[config.mk]
export PLATFORM = sky130hd
export DESIGN_NAME = ansi_text_terminal_parser
export DESIGN_NICKNAME = d
export VERILOG_FILES = /design/src/rtl/atp_pkg.sv /design/src/rtl/ansi_text_terminal_parser.sv /design/src/rtl/atp_front.sv /design/src/rtl/atp_back.sv
export SDC_FILE = /design/constraint.sdc
export NUM_CORES = 1
export LEC_CHECK = 0
export BUFFER_PORTS_ARGS = -buffer_cell sky130_fd_sc_hd__buf_4
export CAP_MARGIN = 20
export CORE_ASPECT_RATIO = 0.5
export CORE_MARGIN = 5
export CORE_UTILIZATION = 35
export CTS_BUF_LIST = sky130_fd_sc_hd__clkbuf_4
export CTS_CLUSTER_SIZE = 14
export DETAILED_ROUTE_END_ITERATION = 8
export MAX_ROUTING_LAYER = met4
export PLACE_DENSITY = 0.47
export REMOVE_ABC_BUFFERS = 1
export SYNTH_ARGS = -nofsm -noshare
export SYNTH_HDL_FRONTEND = slang
export SYNTH_SLANG_ARGS = --single-unit
[constraint.sdc]
create_clock -name i_clk -period 13.8 [get_ports i_clk]
set_input_delay 3.45 -clock i_clk [delete_from_list [all_inputs] [get_ports i_clk]]
set_output_delay 3.45 -clock i_clk [all_outputs]
set_load 0.05 [all_outputs]
[src/rtl/atp_pkg.sv]
// Shared types and constants for the ANSI text terminal parser.
// No dependencies.
package atp_pkg;

    localparam logic [7:0] CH_ESC       = 8'h1B;
    localparam logic [7:0] CH_BRACKET   = 8'h5B;
    localparam logic [7:0] CH_SEMI      = 8'h3B;
    localparam logic [7:0] CH_FINAL     = 8'h6D;
    localparam logic [7:0] CH_NEWLINE   = 8'h0A;
    localparam logic [7:0] CH_BACKSPACE = 8'h08;
    localparam logic [3:0] DIGIT_EMPTY  = 4'd15;

    localparam logic [1:0] CFG_COLS  = 2'd0;
    localparam logic [1:0] CFG_ROWS  = 2'd1;
    localparam logic [1:0] CFG_DFORE = 2'd2;
    localparam logic [1:0] CFG_DBACK = 2'd3;

    localparam int TDATA_OUT_W = 80;

    typedef enum logic [2:0] {
        OP_PRINT = 3'b001,
        OP_BACK  = 3'b010,
        OP_LINE  = 3'b100
    } t_op;

    typedef struct packed {
        t_op        op;
        logic [7:0] code;
        logic [23:0] fore;
        logic [23:0] back;
    } t_cmd;

    function automatic logic [23:0] palette(input logic [2:0] idx);
        logic [23:0] c;
        c = {{8{idx[0]}}, {8{idx[1]}}, {8{idx[2]}}};
        return c;
    endfunction

endpackage

[src/rtl/ansi_text_terminal_parser.sv]
// Top level of the ANSI text terminal parser: config registers, front, back.
// Depends on atp_pkg, atp_front, atp_back.
//
// channel   direction  fields
// s_axis    in         tdata: code[7:0]
// m_axis    out        tdata: kind, col, row, glyph, fore, back; tlast: last
// cfg       in         0 cols, 1 rows, 2 fg_default, 3 bg_default
//
// A printable, newline or backspace item is accepted in S_IN, then handed off from S_CMD, where it waits for the back.
// ESC, '[', digits and ';' are consumed in S_IN alone; an 'm' then enters S_WALK, which applies a 38/48 color
// at once, otherwise walks the arguments one by one, up to MAX_ARGS.
// The back registers each result; a cell write that causes a scroll is followed by a separate scroll result.
// Reset is synchronous; while the front holds a command for the back, it does not accept input.
module ansi_text_terminal_parser #(
    parameter int MAX_ARGS = 8
) (
    input  logic        i_clk,
    input  logic        i_rst_n,
    input  logic        s_axis_tvalid,
    output logic        s_axis_tready,
    input  logic [7:0]  s_axis_tdata,   // code
    output logic        m_axis_tvalid,
    input  logic        m_axis_tready,
    output logic [atp_pkg::TDATA_OUT_W-1:0] m_axis_tdata, // kind,col,row,glyph,fore,back
    output logic        m_axis_tlast,
    input  logic        i_cfg_we,
    input  logic [1:0]  i_cfg_idx,
    input  logic [23:0] i_cfg_data
);
    import atp_pkg::*;

    logic [7:0]  r_cols, r_rows;
    logic [23:0] r_dfore, r_dback;
    logic        w_cv, w_cr;
    t_cmd        w_cmd;

    always_ff @(posedge i_clk) begin
        if (!i_rst_n) begin
            r_cols <= 8'd80;
            r_rows <= 8'd25;
            r_dfore <= 24'hFFFFFF;
            r_dback <= 24'h000000;
        end else if (i_cfg_we) begin
            unique case (i_cfg_idx)
                CFG_COLS:  r_cols <= i_cfg_data[7:0];
                CFG_ROWS:  r_rows <= i_cfg_data[7:0];
                CFG_DFORE: r_dfore <= i_cfg_data;
                CFG_DBACK: r_dback <= i_cfg_data;
                default: ;
            endcase
        end
    end

    atp_front #(.MAX_ARGS(MAX_ARGS)) u_front (
        .i_clk, .i_rst_n,
        .i_valid(s_axis_tvalid), .o_ready(s_axis_tready), .i_code(s_axis_tdata),
        .i_dfore(r_dfore), .i_dback(r_dback),
        .o_cmd_valid(w_cv), .i_cmd_ready(w_cr), .o_cmd(w_cmd)
    );

    atp_back u_back (
        .i_clk, .i_rst_n,
        .i_cmd_valid(w_cv), .o_cmd_ready(w_cr), .i_cmd(w_cmd),
        .i_item(s_axis_tvalid & s_axis_tready),
        .i_cols(r_cols), .i_rows(r_rows),
        .o_valid(m_axis_tvalid), .i_ready(m_axis_tready),
        .o_data(m_axis_tdata), .o_last(m_axis_tlast)
    );
endmodule

[src/rtl/atp_front.sv]
// Front end: escape/SGR parser and color state; emits cursor commands.
// Depends on atp_pkg.
module atp_front #(
    parameter int MAX_ARGS = 8
) (
    input  logic               i_clk,
    input  logic               i_rst_n,
    input  logic               i_valid,
    output logic               o_ready,
    input  logic [7:0]         i_code,
    input  logic [23:0]        i_dfore,
    input  logic [23:0]        i_dback,
    output logic               o_cmd_valid,
    input  logic               i_cmd_ready,
    output atp_pkg::t_cmd      o_cmd
);
    import atp_pkg::*;

    localparam int AW = $clog2(MAX_ARGS);

    typedef enum logic [2:0] {
        S_IN   = 3'b001,
        S_WALK = 3'b010,
        S_CMD  = 3'b100
    } t_state;

    t_state      r_state;
    logic        r_esc, r_seq;
    logic [AW-1:0] r_slot, r_walk;
    logic [1:0]  r_dig;
    logic [3:0]  r_args [MAX_ARGS][3];
    logic [23:0] r_fore, r_back;
    t_cmd        r_cmd;
    logic [9:0]  r_v0, r_v1, r_v2, r_v3, r_v4;

    function automatic logic [9:0] argval(input logic [3:0] d0, input logic [3:0] d1,
                                          input logic [3:0] d2);
        logic [9:0] v;
        v = 10'd0;
        if (d0 <= 4'd9) begin
            v = {6'd0, d0};
            if (d1 <= 4'd9) begin
                v = 10'(v * 10 + d1);
                if (d2 <= 4'd9) v = 10'(v * 10 + d2);
            end
        end
        return v;
    endfunction

    logic [9:0] w_wv;
    logic       w_digit, w_plain;
    logic [7:0] w_cv;
    assign w_wv    = argval(r_args[r_walk][0], r_args[r_walk][1], r_args[r_walk][2]);
    assign w_digit = i_code >= 8'h30 && i_code <= 8'h39;
    assign w_cv    = i_code - 8'h30;
    assign o_ready = r_state == S_IN;
    assign o_cmd_valid = r_state == S_CMD;
    assign o_cmd   = r_cmd;

    always_comb begin
        w_plain = 1'b1;
        if (r_seq) begin
            if (w_digit || i_code == CH_SEMI || i_code == CH_FINAL) w_plain = 1'b0;
        end else if (r_esc) begin
            if (i_code == CH_BRACKET || i_code == CH_ESC) w_plain = 1'b0;
        end
        if (i_code == CH_ESC) w_plain = 1'b0;
    end

    always_ff @(posedge i_clk) begin
        if (!i_rst_n) begin
            r_state <= S_IN;
            r_esc <= 1'b0;
            r_seq <= 1'b0;
            r_slot <= '0;
            r_dig <= '0;
            r_walk <= '0;
            r_fore <= 24'hFFFFFF;
            r_back <= 24'h000000;
            for (int a = 0; a < MAX_ARGS; a++)
                for (int k = 0; k < 3; k++) r_args[a][k] <= DIGIT_EMPTY;
        end else begin
            unique case (r_state)
                S_IN: if (i_valid) begin
                    if (r_seq && w_digit) begin
                        r_args[r_slot][r_dig] <= w_cv[3:0];
                        r_dig <= (r_dig == 2'd2) ? 2'd0 : r_dig + 2'd1;
                    end else if (r_seq && i_code == CH_SEMI) begin
                        if (32'(r_slot) < MAX_ARGS - 1) r_slot <= r_slot + 1'b1;
                        r_dig <= '0;
                    end else if (r_seq && i_code == CH_FINAL) begin
                        r_seq <= 1'b0;
                        r_esc <= 1'b0;
                        r_dig <= '0;
                        r_walk <= '0;
                        r_v0 <= argval(r_args[0][0], r_args[0][1], r_args[0][2]);
                        r_v1 <= argval(r_args[1][0], r_args[1][1], r_args[1][2]);
                        r_v2 <= argval(r_args[2][0], r_args[2][1], r_args[2][2]);
                        r_v3 <= argval(r_args[3][0], r_args[3][1], r_args[3][2]);
                        r_v4 <= argval(r_args[4][0], r_args[4][1], r_args[4][2]);
                        r_state <= S_WALK;
                    end else if (!r_seq && r_esc && i_code == CH_BRACKET) begin
                        r_seq <= 1'b1;
                        r_slot <= '0;
                        r_dig <= '0;
                        for (int a = 0; a < MAX_ARGS; a++)
                            for (int k = 0; k < 3; k++) r_args[a][k] <= DIGIT_EMPTY;
                    end else begin
                        r_seq <= 1'b0;
                        r_dig <= r_seq ? 2'd0 : r_dig;
                        r_esc <= i_code == CH_ESC;
                        if (w_plain) begin
                            r_cmd.op <= (i_code == CH_NEWLINE) ? OP_LINE :
                                        (i_code == CH_BACKSPACE) ? OP_BACK : OP_PRINT;
                            r_cmd.code <= i_code;
                            r_cmd.fore <= r_fore;
                            r_cmd.back <= r_back;
                            r_state <= S_CMD;
                        end
                    end
                end
                S_WALK: begin
                    if (r_v0 == 10'd38 || r_v0 == 10'd48) begin
                        if (32'(r_slot) == 4 && r_v1 == 10'd2 && r_v2 <= 10'd255 &&
                            r_v3 <= 10'd255 && r_v4 <= 10'd255) begin
                            if (r_v0 == 10'd38)
                                r_fore <= {r_v2[7:0], r_v3[7:0], r_v4[7:0]};
                            else
                                r_back <= {r_v2[7:0], r_v3[7:0], r_v4[7:0]};
                        end
                        r_state <= S_IN;
                    end else begin
                        if (w_wv >= 10'd30 && w_wv <= 10'd37)
                            r_fore <= palette(w_wv[2:0] - 3'd6);
                        else if (w_wv >= 10'd40 && w_wv <= 10'd47)
                            r_back <= palette(w_wv[2:0]);
                        else if (w_wv == 10'd39)
                            r_fore <= i_dfore;
                        else if (w_wv == 10'd49)
                            r_back <= i_dback;
                        else begin
                            r_fore <= i_dfore;
                            r_back <= i_dback;
                        end
                        if (r_walk == r_slot) r_state <= S_IN;
                        r_walk <= r_walk + 1'b1;
                    end
                end
                S_CMD: if (i_cmd_ready) r_state <= S_IN;
                default: r_state <= S_IN;
            endcase
        end
    end
endmodule

[src/rtl/atp_back.sv]
// Back end: cursor tracking, wrap and scroll; emits cell writes and scroll results.
// Depends on atp_pkg.
module atp_back (
    input  logic                i_clk,
    input  logic                i_rst_n,
    input  logic                i_cmd_valid,
    output logic                o_cmd_ready,
    input  atp_pkg::t_cmd       i_cmd,
    input  logic                i_item,
    input  logic [7:0]          i_cols,
    input  logic [7:0]          i_rows,
    output logic                o_valid,
    input  logic                i_ready,
    output logic [atp_pkg::TDATA_OUT_W-1:0] o_data,
    output logic                o_last
);
    import atp_pkg::*;

    logic [7:0] r_col, r_row;
    logic       r_valid, r_last, r_scroll_pend;
    logic [TDATA_OUT_W-1:0] r_data;
    logic [7:0] w_w, w_h, w_c, w_r, w_nc, w_nr;
    logic [8:0] w_c1;
    logic       w_scroll, w_emit;

    assign w_w = (i_cols == 8'd0) ? 8'd1 : i_cols;
    assign w_h = (i_rows == 8'd0) ? 8'd1 : i_rows;
    assign o_cmd_ready = (!r_valid || i_ready) && !r_scroll_pend;
    assign o_valid = r_valid;
    assign o_data = r_data;
    assign o_last = r_last;

    always_comb begin
        logic [8:0] rr;
        w_c = (r_col >= w_w) ? w_w - 8'd1 : r_col;
        w_r = (r_row >= w_h) ? w_h - 8'd1 : r_row;
        w_emit = i_cmd.op != OP_LINE;
        w_nc = w_c;
        rr = {1'b0, w_r};
        w_c1 = {1'b0, w_c} + 9'd1;
        w_scroll = 1'b0;
        unique case (i_cmd.op)
            OP_LINE: begin w_nc = 8'd0; rr = rr + 9'd1; end
            OP_BACK: w_nc = (w_c != 8'd0) ? w_c - 8'd1 : 8'd0;
            default: begin
                if (w_c1 >= {1'b0, w_w}) begin w_nc = 8'd0; rr = rr + 9'd1; end
                else w_nc = w_c1[7:0];
            end
        endcase
        if (rr >= {1'b0, w_h}) begin
            w_scroll = 1'b1;
            w_nc = 8'd0;
            rr = {1'b0, w_h - 8'd1};
        end
        w_nr = rr[7:0];
    end

    always_ff @(posedge i_clk) begin
        if (!i_rst_n) begin
            r_col <= '0;
            r_row <= '0;
            r_valid <= 1'b0;
            r_last <= 1'b0;
            r_scroll_pend <= 1'b0;
        end else begin
            if (i_cmd_valid && o_cmd_ready) begin
                r_col <= w_nc;
                r_row <= w_nr;
            end else if (i_item) begin
                r_col <= w_c;
                r_row <= w_r;
            end
            if (r_scroll_pend && (!r_valid || i_ready)) begin
                r_valid <= 1'b1;
                r_last <= 1'b1;
                r_data <= {{(TDATA_OUT_W-1){1'b0}}, 1'b1};
                r_scroll_pend <= 1'b0;
            end else if (i_cmd_valid && o_cmd_ready) begin
                if (w_emit) begin
                    r_valid <= 1'b1;
                    r_last <= !w_scroll;
                    r_data <= {7'd0, i_cmd.back, i_cmd.fore,
                               (i_cmd.op == OP_BACK) ? 8'd0 : i_cmd.code,
                               w_r, (i_cmd.op == OP_BACK) ? w_nc : w_c, 1'b0};
                    r_scroll_pend <= w_scroll;
                end else if (w_scroll) begin
                    r_valid <= 1'b1;
                    r_last <= 1'b1;
                    r_data <= {{(TDATA_OUT_W-1){1'b0}}, 1'b1};
                end else begin
                    r_valid <= 1'b0;
                end
            end else if (i_ready) begin
                r_valid <= 1'b0;
            end
        end
    end
endmodule
**Yosys cells after proc, flatten, opt, wreduce, memory -nomap -nowiden**

Memory sizes are Yosys's and may differ from the RTL's. A register that Yosys moved wholly into a read port is not among the register bits.
Cells that the tools add are included.

- $add $sub $neg: 22
- Muxes and demuxes: 135
- Bitwise operators: 31
- Order comparisons: 34
- Multiply operators: 12
- Reductions and logical operators: 60
- Equal/unequal tests: 42

Operators with widths:

| cell | count |
|---|---|
| two-way mux 24 bit | 13 |
| two-way mux 80 bit | 3 |
| two-way mux 4 bit | 30 |
| two-way mux 8 bit | 14 |
| two-way mux 10 bit | 8 |
| <= comparator 4 bit, second input constant | 18 |
| two-way mux 3 bit | 21 |
| adder 10 x 4 -> 10 bit | 6 |
| multiplier 10 x 3 -> 9 bit, second input constant | 6 |
| adder 8 x 4 -> 9 bit | 6 |
| multiplier 4 x 3 -> 7 bit, second input constant | 6 |
| equality test 10 x 6 -> 1 bit, second input constant | 4 |
| two-way mux 12 bit | 3 |
| <= comparator 10 x 8 -> 1 bit, second input constant | 3 |
| two-way mux 1 bit | 30 |
| OR 1 bit | 24 |
| subtractor 8 x 1 -> 8 bit, second input constant | 3 |
| AND reduction 2 bit | 11 |
| <= comparator 10 x 6 -> 1 bit, second input constant | 2 |
| adder 8 x 1 -> 9 bit, second input constant | 2 |
| greater-or-equal comparator 9 x 8 -> 1 bit | 2 |
| one-hot mux 9 bit (2 select lines) | 1 |
| AND reduction 6 bit | 3 |
| equality test 8 x 4 -> 1 bit, second input constant | 2 |
| 53 further kinds | 115 |

- Bits in writable memories: 96
- Output and inout bits: 83
- Input port bits: 39
- Memories kept: 1
- Flip-flop bits (word level): 333
- Word-level logic and storage cells: 369

Memory list:

| memory | depth | width | read ports | clocked after Yosys merged registers in | write ports | RTL line | source |
|---|---|---|---|---|---|---|---|
| u_front.r_args | 8 | 12 | 6 | 1 | 8 | atp_front.sv:31 | `logic [3:0] r_args [MAX_ARGS][3];` |

**Logic depth before layout (Yosys ltp)**

Gate-level depths: netlist (run 1).

- Depth after elaboration: 14
- Mapped depth: 38

**Hierarchy**

Synthesis (run 1) repeated with hierarchy kept, for this count alone.

- Cell total of the unflattened synthesis: 2315
- Area total of the unflattened synthesis: 24592.3 µm²

By module, submodules not included:

| module | times used | area each (µm²) | cells each | seq. area each (µm²) |
|---|---|---|---|---|
| atp_front | 1 | 15999.1 | 1459 | 6996.7 |
| atp_back | 1 | 5990.7 | 585 | 2572.5 |
| ansi_text_terminal_parser | 1 | 2602.5 | 271 | 1281.2 |

**Worst setup path before layout (run 1)**

OpenSTA, ideal clock, no wires.

- Kind: input port to flip-flop
- Start point: in s_axis_tdata[0]
- End point: reg u_front.r_cmd, in the netlist u_front.o_cmd[0] (enable)
- Path buffers: 1
- Path slack: 3.338 ns
- Stages on the path: 5
- Setup time: 0.622 ns
- Data required time: 13.178 ns
- Data arrival time: 9.840 ns
- Cells stage by stage: clkbuf_1 a21boi_0 o31ai_1 and4_1 nor4_1

- Word-level cells in the longest chain between the ends: 8
- Elaborated cells on any way between the ends: 24
- Those cells by class: 2 x order compare; 4 x eq/ne; 5 x mux; 4 x bitwise; 9 x reduce/logical

Ends and longest elaborated chain:

| element | RTL line | source |
|---|---|---|
| start, declared | ansi_text_terminal_parser.sv:21 | `input logic [7:0] s_axis_tdata,` |
| greater-or-equal comparator 8 x 6 -> 1 bit / <= comparator 8 x 6 -> 1 bit (equally long branches) | atp_front.sv:54 | `assign w_digit = i_code >= 8'h30 && i_code <= 8'h39;` |
| logical AND 1 bit | atp_front.sv:54 |  |
| logical OR 1 bit (2 in a row) | atp_front.sv:63 | `if (w_digit \|\| i_code == CH_SEMI \|\| i_code == CH_FINAL) w_plain = 1'b0;` |
| two-way mux 1 bit | atp_front.sv:63 |  |
| two-way mux 1 bit | atp_front.sv:62 | `if (r_seq) begin` |
| two-way mux 1 bit | atp_front.sv:67 | `if (i_code == CH_ESC) w_plain = 1'b0;` |
| AND reduction 8 bit (no source line) * | n/a |  |
| end, declared | atp_front.sv:33 | `t_cmd r_cmd;` |

Mark *: on every way between the ends. The rest lies on a longest branch, timed or not.
A chain may end at the register's enable or synchronous reset.

**Worst setup path in the final report (run 1)**

- Start point: reg r_cols[5]
- End point: reg u_back.r_data[64], in the netlist u_back.o_data[64] (enable)

- Word-level cells in the longest chain between the ends: 12
- Elaborated cells on any way between the ends: 13
- Those cells by class: 2 x add/sub; 3 x order compare; 5 x mux; 3 x reduce/logical

Ends and longest elaborated chain:

| element | RTL line | source |
|---|---|---|
| start, declared | ansi_text_terminal_parser.sv:32 | `logic [7:0] r_cols, r_rows;` |
| start signal, assigned | ansi_text_terminal_parser.sv:45 | `CFG_COLS: r_cols <= i_cfg_data[7:0];` |
| zero test 8 bit | atp_back.sv:26 | `assign w_w = (i_cols == 8'd0) ? 8'd1 : i_cols;` |
| two-way mux 8 bit * | atp_back.sv:26 |  |
| subtractor 8 x 1 -> 8 bit / greater-or-equal comparator 8 bit (equally long branches) | atp_back.sv:35 | `w_c = (r_col >= w_w) ? w_w - 8'd1 : r_col;` |
| two-way mux 8 bit | atp_back.sv:35 |  |
| adder 8 x 1 -> 9 bit | atp_back.sv:40 | `w_c1 = {1'b0, w_c} + 9'd1;` |
| greater-or-equal comparator 9 x 8 -> 1 bit * | atp_back.sv:46 | `if (w_c1 >= {1'b0, w_w}) begin w_nc = 8'd0; rr = rr + 9'd1; end` |
| two-way mux 9 bit * | atp_back.sv:46 |  |
| one-hot mux 9 bit (2 select lines) * | atp_back.sv:42 | `unique case (i_cmd.op)` |
| greater-or-equal comparator 9 x 8 -> 1 bit * | atp_back.sv:50 | `if (rr >= {1'b0, w_h}) begin` |
| two-way mux 1 bit * | atp_back.sv:50 |  |
| nonzero test 3 bit (no source line) * | n/a |  |
| AND reduction 3 bit (no source line) * | n/a |  |
| end signal, assigned | atp_back.sv:76 | `r_data <= {{(TDATA_OUT_W-1){1'b0}}, 1'b1};` |
| end signal, assigned | atp_back.sv:82 | `r_data <= {7'd0, i_cmd.back, i_cmd.fore,` |
| end signal, assigned | atp_back.sv:89 | `r_data <= {{(TDATA_OUT_W-1){1'b0}}, 1'b1};` |
| end, declared | atp_back.sv:21 | `logic [TDATA_OUT_W-1:0] r_data;` |

Marks and branches as above.

==> metrics.txt, run 1 <==
run status finished clean; clock buffer depth 3; insertion delay of the later-clocked pin in the worst-skew pair 960 ps; htree depth 3; FF-to-FF path depth 36; WP data arrival 9690 ps; worst r2r src r_cols[5]; pin count of the biggest net entering global routing 104; total leakage power 10.5 nW; Combinational Power Share 19.6%; Setup CP Type reg2reg; cell internal pwr 2.15 mW; clk sinks 425; cell types with the highest counts after synthesis sky130_fd_sc_hd__nand2_1 (372), sky130_fd_sc_hd__edfxtp_1 (234), sky130_fd_sc_hd__dfxtp_1 (191); total number of vias 19000; Cell Pwr Density 110 nW/um^2; Mapped Area 24700 sq um; # fillers 6919; Placed Cells incl. Taps 3455; clock transition time at the flip-flop clock pins of the worst setup and hold paths 80 ps; Crit Reg-Reg Endpoint u_back.o_data[64]; number of max-cap violations 0; warnings from Yosys 0; number of buffers added on ports 114; finished layout cell area 28000 sq um; number of synthesized flops with an enable pin 234; Die Area 76300 sq um; slew at the pin with the worst max-slew slack 1090 ps; highest ir drop seen on vdd 0.0586 mV; vias in the first global route 18500; vias per cell 5.17; clock buffers created by TritonCTS 104; final weighted congestion of routability-driven global placement 0.872; sw frac 30.2%; sequential share of power 44.7%; element type at the critical path end flip-flop; Hold Fails Final Rpt 0; Pwr Total 3.08 mW; Netlist cell types 86; final-layout setup total negative slack 0 ps; CTS-repair resized insts 0; initial antenna violation count 8; Critical Path Fanout Max 56; Slew HR 27.4%; setup slack of the most critical reg-to-reg path 4740 ps; hold buffer count at CTS 0; critical path startpoint r_cols[5]; average cell area after synthesis 9.95 sq um; FF+latch count, synth 425; number of standard cells after synthesis 2483; final worst-path cycle share 65.7%; total core area 69400 sq um; Setup Viol. Count Final 0; half-perimeter wire length of the detailed placement result 50900 microns; Syn-to-layout area delta 13.2%; fraction of final layout cells sized beyond drive strength 1 15.1%; starting density of the core 35.6%; final worst-path setup slack 4740 ps; count of routing violations after the opening detailed-route iteration 1309; largest incremental delay on the critical path 630 ps; worst slack at placement 4780 ps; buffers inserted during post-CTS setup optimization 0; cell type contributing the most total cell area after synthesis sky130_fd_sc_hd__edfxtp_1; startpoint kind of the worst setup timing path flip-flop; Die Wd 386 microns; area occupied by multi-input gates 13200 sq um; Pins Over Slew Limit 0; Finished Layout Cells 3664; area share of the largest cell type after synthesis 28.4%; TritonCTS clock tree done; Core Rows 68; cell repeated most along the worst path sky130_fd_sc_hd__o21a_1; critical path required time 14430 ps; share of flip-flops with an asynchronous set or reset after synthesis 0%; class of the tightest hold or removal check reg2reg; sequential area share after synthesis 43.9%; grt total ovfl 0; slowest stage cell on the critical path sky130_fd_sc_hd__mux2i_1; Worst Setup EP u_back.o_data[64]; DRT antenna net count 0; Clock Tree Root sky130_fd_sc_hd__clkbuf_4; final critical path time including I/O delays and setup 9060 ps; placement-stage cell area 26500 sq um; sw power 929 uW; unrepaired setup endpoints after global routing no; Peak Freq 110 MHz; drt wl/cell 19.7 microns; final wirelength 72100 microns; wire length of the first global-routing pass 112000 microns; number of nets in the finished design 2853; dominant cells by area after synthesis sky130_fd_sc_hd__edfxtp_1 (28%), sky130_fd_sc_hd__dfxtp_1 (15%), sky130_fd_sc_hd__ha_1 (8.5%), sky130_fd_sc_hd__nand2_1 (5.7%), sky130_fd_sc_hd__xnor2_1 (2.7%); share of power burned in the clock network 35.6%; post-detailed-route DRC marker count 0; leading cell type by number of instances after synthesis sky130_fd_sc_hd__nand2_1; total global-route track usage 19.5%; dominant register cell in the synthesized netlist sky130_fd_sc_hd__edfxtp_1; number of ports placed on the die boundary 122; height of the die 198 microns; sequential cell area 10900 sq um; worst-case clock skew 45.6 ps; number of iterations in the first detailed-routing pass 5
## worst max-delay path, delay by kind of cell, from the launching register on
family	cells	cell delay (ps)
xor+xnor	1	230
compound gates	18	3590
flops	1	390
buf+inv	5	930
mux	2	1010
fa+ha+maj	4	1110
simple gates	6	1400
## cells in the final DEF, fill, tap and decap left out, types with 20 or more instances in the layout
cell type,n
sky130_fd_sc_hd__nand3_1,77
sky130_fd_sc_hd__xnor2_1,77
sky130_fd_sc_hd__inv_1,58
sky130_fd_sc_hd__xor2_1,43
sky130_fd_sc_hd__and2_1,67
sky130_fd_sc_hd__dfxtp_1,191
sky130_fd_sc_hd__a21o_1,47
sky130_fd_sc_hd__o21a_1,20
sky130_fd_sc_hd__ha_1,168
sky130_fd_sc_hd__o211ai_1,32
sky130_fd_sc_hd__nand2b_1,44
sky130_fd_sc_hd__nand3b_1,50
sky130_fd_sc_hd__nor2_1,170
sky130_fd_sc_hd__or2_2,26
sky130_fd_sc_hd__a21boi_0,42
sky130_fd_sc_hd__nor3_1,23
sky130_fd_sc_hd__nor2b_1,33
sky130_fd_sc_hd__mux2i_1,67
sky130_fd_sc_hd__nand2_1,371
sky130_fd_sc_hd__and3_1,20
sky130_fd_sc_hd__a21oi_1,82
sky130_fd_sc_hd__buf_4,140
sky130_fd_sc_hd__edfxtp_1,234
sky130_fd_sc_hd__a211oi_1,32
sky130_fd_sc_hd__mux4_2,23
sky130_fd_sc_hd__fa_1,24
sky130_fd_sc_hd__clkbuf_4,165
sky130_fd_sc_hd__o21ai_0,109
## cell families (layout without fill, tap and decap cells)
group / count (synthesis) / count (layout) / share of synthesized area [%]
multiplexers: 108 / 108 / 5.73
flip-flops: 425 / 425 / 43.9
XOR/XNOR: 120 / 120 / 4.25
adder cells (fa/ha/maj): 192 / 192 / 10.4
AND/OR/NAND/NOR: 950 / 950 / 18.5
AO/OA/AOI/OAI: 509 / 509 / 14.1
buffers and inverters: 178 / 396 / 3.03
other: 1 / 19 / 0.0152
## sequential cells by signal (all words and copies together), names as in the netlist, 24 cells and up, named ones only
| register | cells |
|---|---|
| u_front.r_back | 24 |
| u_front.r_args | 96 |
| u_front.o_cmd | 59 |
| u_back.o_data | 73 |
| r_dback | 24 |
| u_front.r_fore | 24 |
| r_dfore | 24 |
## power groups by stage
| stage | registers (mW) | clock network, mW | logic, mW |
|---|---|---|---|
| finish | 1.38 | 1.10 | 0.604 |
| global route | 1.38 | 1.22 | 0.681 |
| CTS | 1.38 | 1.14 | 0.606 |
| detailed placement | 1.41 | 0 | 0.601 |
| global placement | 1.41 | 0 | 0.598 |
| floorplan | 1.40 | 0 | 0.448 |
## metrics by stage
step,hold slack [ps],utilization [%]
5_1_grt,438,40.3
3_3_place_gp,412,38.2
2_1_floorplan,408,-
4_1_cts,420,40.2
6_report,422,40.3
3_5_place_dp,415,38.2
## metal layers
metal / wire (microns) / vias up / share of wire (%) / GRT usage [%]
met5: 0 / - / 0 / -
met4: 1440 / 0 / 2.0 / 5.53
met3: 3490 / 105 / 4.8 / 3.44
met2: 31100 / 403 / 43 / 28.5
met1: 36000 / 9138 / 50 / 27.6
li1: - / 9312 / - / -
## layout make-up
cell class | count | area share [%]
clock buffer | 165 | 4.43
clock inverter | 26 | 0.416
inverter | 61 | 0.818
tap | 945 | 4.23
sequential | 425 | 38.8
multi-input combinational | 1886 | 47.2
timing repair buffer | 144 | 4.06
antenna | 12 | 0.107
## worst min path at each step
stage / start / end / slack [ps] / cells past startpoint
5_1_grt: u_front.r_back[16] / u_front.o_cmd[16] / 440 / 0
4_1_cts: u_front.r_back[11] / u_front.o_cmd[11] / 420 / 0
6_report: u_front.r_fore[10] / u_front.o_cmd[34] / 420 / 0
3_5_place_dp: u_front.r_fore[5] / u_front.o_cmd[29] / 410 / 0
2_1_floorplan: u_front.r_back[0] / u_front.o_cmd[0] / 410 / 0
3_3_place_gp: u_front.r_fore[5] / u_front.o_cmd[29] / 410 / 0
(Power assumes the default switching activity.)
==> inputs of run 2 (changes only) <==
--- a/config.mk
+++ b/config.mk
@@ -14,7 +14,7 @@
 export CTS_CLUSTER_SIZE = 14
 export DETAILED_ROUTE_END_ITERATION = 8
 export MAX_ROUTING_LAYER = met4
-export PLACE_DENSITY = 0.47
+export PLACE_DENSITY = 0.49
 export REMOVE_ABC_BUFFERS = 1
 export SYNTH_ARGS = -nofsm -noshare
 export SYNTH_HDL_FRONTEND = slang
==> constraint.sdc (replaced) <==
create_clock -name i_clk -period 7.3 [get_ports i_clk]
set_input_delay 1.825 -clock i_clk [delete_from_list [all_inputs] [get_ports i_clk]]
set_output_delay 1.825 -clock i_clk [all_outputs]
set_load 0.05 [all_outputs]
==> run 2 against run 1 <==
Net effect:
- combinational power is 92% higher
- non-clock buffer count increased by 59
- clock skew increased by 61 ps
- flip-flop and latch count stayed put
- design area rose by 2.2%
- first-iteration DRC count increased by 17%
- via count is 0.85% higher
- critical path depth increased by 1
- largest power group unchanged
==> metrics.txt, run 2 (synthesized netlist as in run 1, its figures left out) <==
run status finished clean; half-perimeter wire length of the detailed placement result 51300 microns; hold buffer count at CTS 0; largest incremental delay on the critical path 400 ps; count of routing violations after the opening detailed-route iteration 1533; Pins Over Slew Limit 0; vias in the first global route 18900; critical path required time 7900 ps; startpoint kind of the worst setup timing path flip-flop; starting density of the core 35.6%; pin count of the biggest net entering global routing 99; height of the die 198 microns; Setup CP Type reg2reg; insertion delay of the later-clocked pin in the worst-skew pair 930 ps; Setup Viol. Count Final 0; clock buffers created by TritonCTS 104; post-detailed-route DRC marker count 0; slew at the pin with the worst max-slew slack 1000 ps; Critical Path Fanout Max 23; worst r2r src r_cols[7]; Cell Pwr Density 207 nW/um^2; Finished Layout Cells 3719; class of the tightest hold or removal check reg2reg; initial antenna violation count 6; Syn-to-layout area delta 15.8%; number of ports placed on the die boundary 122; vias per cell 5.14; TritonCTS clock tree done; clock buffer depth 3; number of nets in the finished design 2912; slowest stage cell on the critical path sky130_fd_sc_hd__a221o_1; total number of vias 19100; grt total ovfl 0; Clock Tree Root sky130_fd_sc_hd__clkbuf_4; element type at the critical path end flip-flop; worst hold slack across all endpoints 421 ps; total core area 69400 sq um; Placed Cells incl. Taps 3508; Reg with most FFs u_front.r_args; number of cells traversed by the worst hold path 0; Die Area 76300 sq um; fin util 41.2%; clock transition time at the flip-flop clock pins of the worst setup and hold paths 80 ps; wire length of the first global-routing pass 112000 microns; number of max-cap violations 0; highest-count cells in the layout ignoring fill and taps sky130_fd_sc_hd__nand2_1 (370), sky130_fd_sc_hd__edfxtp_1 (234), sky130_fd_sc_hd__buf_4 (193), sky130_fd_sc_hd__dfxtp_1 (190), sky130_fd_sc_hd__nor2_1 (170); DRT antenna net count 0; drt wl/cell 19.3 microns; highest ir drop seen on vdd 0.0946 mV; fraction of final layout cells sized beyond drive strength 1 17.9%; final worst-path cycle share 95.9%; Peak Freq 143 MHz; max FFs per register 96; htree depth 3; Core Rows 68; total leakage power 10.9 nW; Slew HR 33.4%; Die Wd 386 microns; final weighted congestion of routability-driven global placement 0.878; cell repeated most along the worst path sky130_fd_sc_hd__o21a_1; final critical path time including I/O delays and setup 7000 ps; final wirelength 71800 microns; total global-route track usage 19.3%; commonest non-fill, non-tap cell in the layout sky130_fd_sc_hd__nand2_1; WP data arrival 7600 ps; hold path start u_front.r_back[22]; number of buffers added on ports 114; final-layout setup total negative slack 0 ps; Hold Fails Final Rpt 0; number of iterations in the first detailed-routing pass 5; critical path startpoint r_cols[7]; worst-case clock skew 107 ps; clk sinks 425; FF-to-FF path depth 37
-- run 2: cell count changes in the layout (fill, tap and decap cells not counted), sizes merged --
cell,change
buf,+58
diode,-8
inv,+5
bufinv,+2
clkinv,-2
-- run 2: repair_timing --
| item | in CTS | in global routing |
|---|---|---|
| cloned | 0 | 1 |
| gates resized for setup | 5 | 24 |
| buffers inserted | 0 | 6 |
| pin swaps | 1 | 15 |
| hold endpoints to repair | 0 | 0 |
| setup endpoints to repair | 79 | 118 |
-- run 2: critical path: cells and delay by family, from the launching register on --
family	cells	cell delay (ps)
AOI/OAI and AO/OA	18	3140
xor gates and xnor gates	1	130
adders and majority gates	4	960
buffers and inverters	6	740
DFF	1	330
muxes	1	340
and+or+nand+nor	7	1020
-- run 2: cell type report --
type | count | area, sq um
fill | 6910 | 40800
multi-input combinational | 1886 | 13300
sequential | 425 | 10900
timing repair buffer | 203 | 1610
clock buffer | 164 | 1230
tap | 945 | 1180
inverter | 61 | 229
clock inverter | 31 | 191
antenna | 4 | 10.0
-- run 2: routing by layer --
metal | vias up | share of wire (%) | track usage, %
met1 | 9191 | 49 | 27.3
met5 | - | 0 | -
met4 | 0 | 2.0 | 5.40
li1 | 9410 | - | -
met2 | 405 | 44 | 28.8
met3 | 113 | 4.7 | 2.92
-- run 2: final timing paths --
kind / to / slack (ps)
worst min register to register: u_front.o_cmd[22] / 420
worst max-delay path: u_back.o_data[44] / 300
worst min-delay path: u_front.o_cmd[22] / 420
worst max register to register: u_back.o_data[44] / 300
-- run 2: metrics by stage --
| stage | total power, mW | setup WS (ps) | cell area [sq um] |
|---|---|---|---|
| after global placement | 3.79 | -0.367 | 26900 |
| after global routing | 6.27 | -134 | 28600 |
| after floorplan | 3.50 | -2240 | 24200 |
| final | 5.91 | 298 | 28600 |
| after detailed placement | 3.80 | -76.2 | 26900 |
| after CTS | 5.99 | 21.1 | 28400 |
-- run 2: power by group --
group	internal, mW	leakage, nW	total, mW	switching [mW]
registers	2.56	3.60	2.60	0.0409
clock network	1.10	0.860	2.15	1.05
logic	0.489	6.42	1.16	0.671
total	4.15	10.9	5.91	1.77
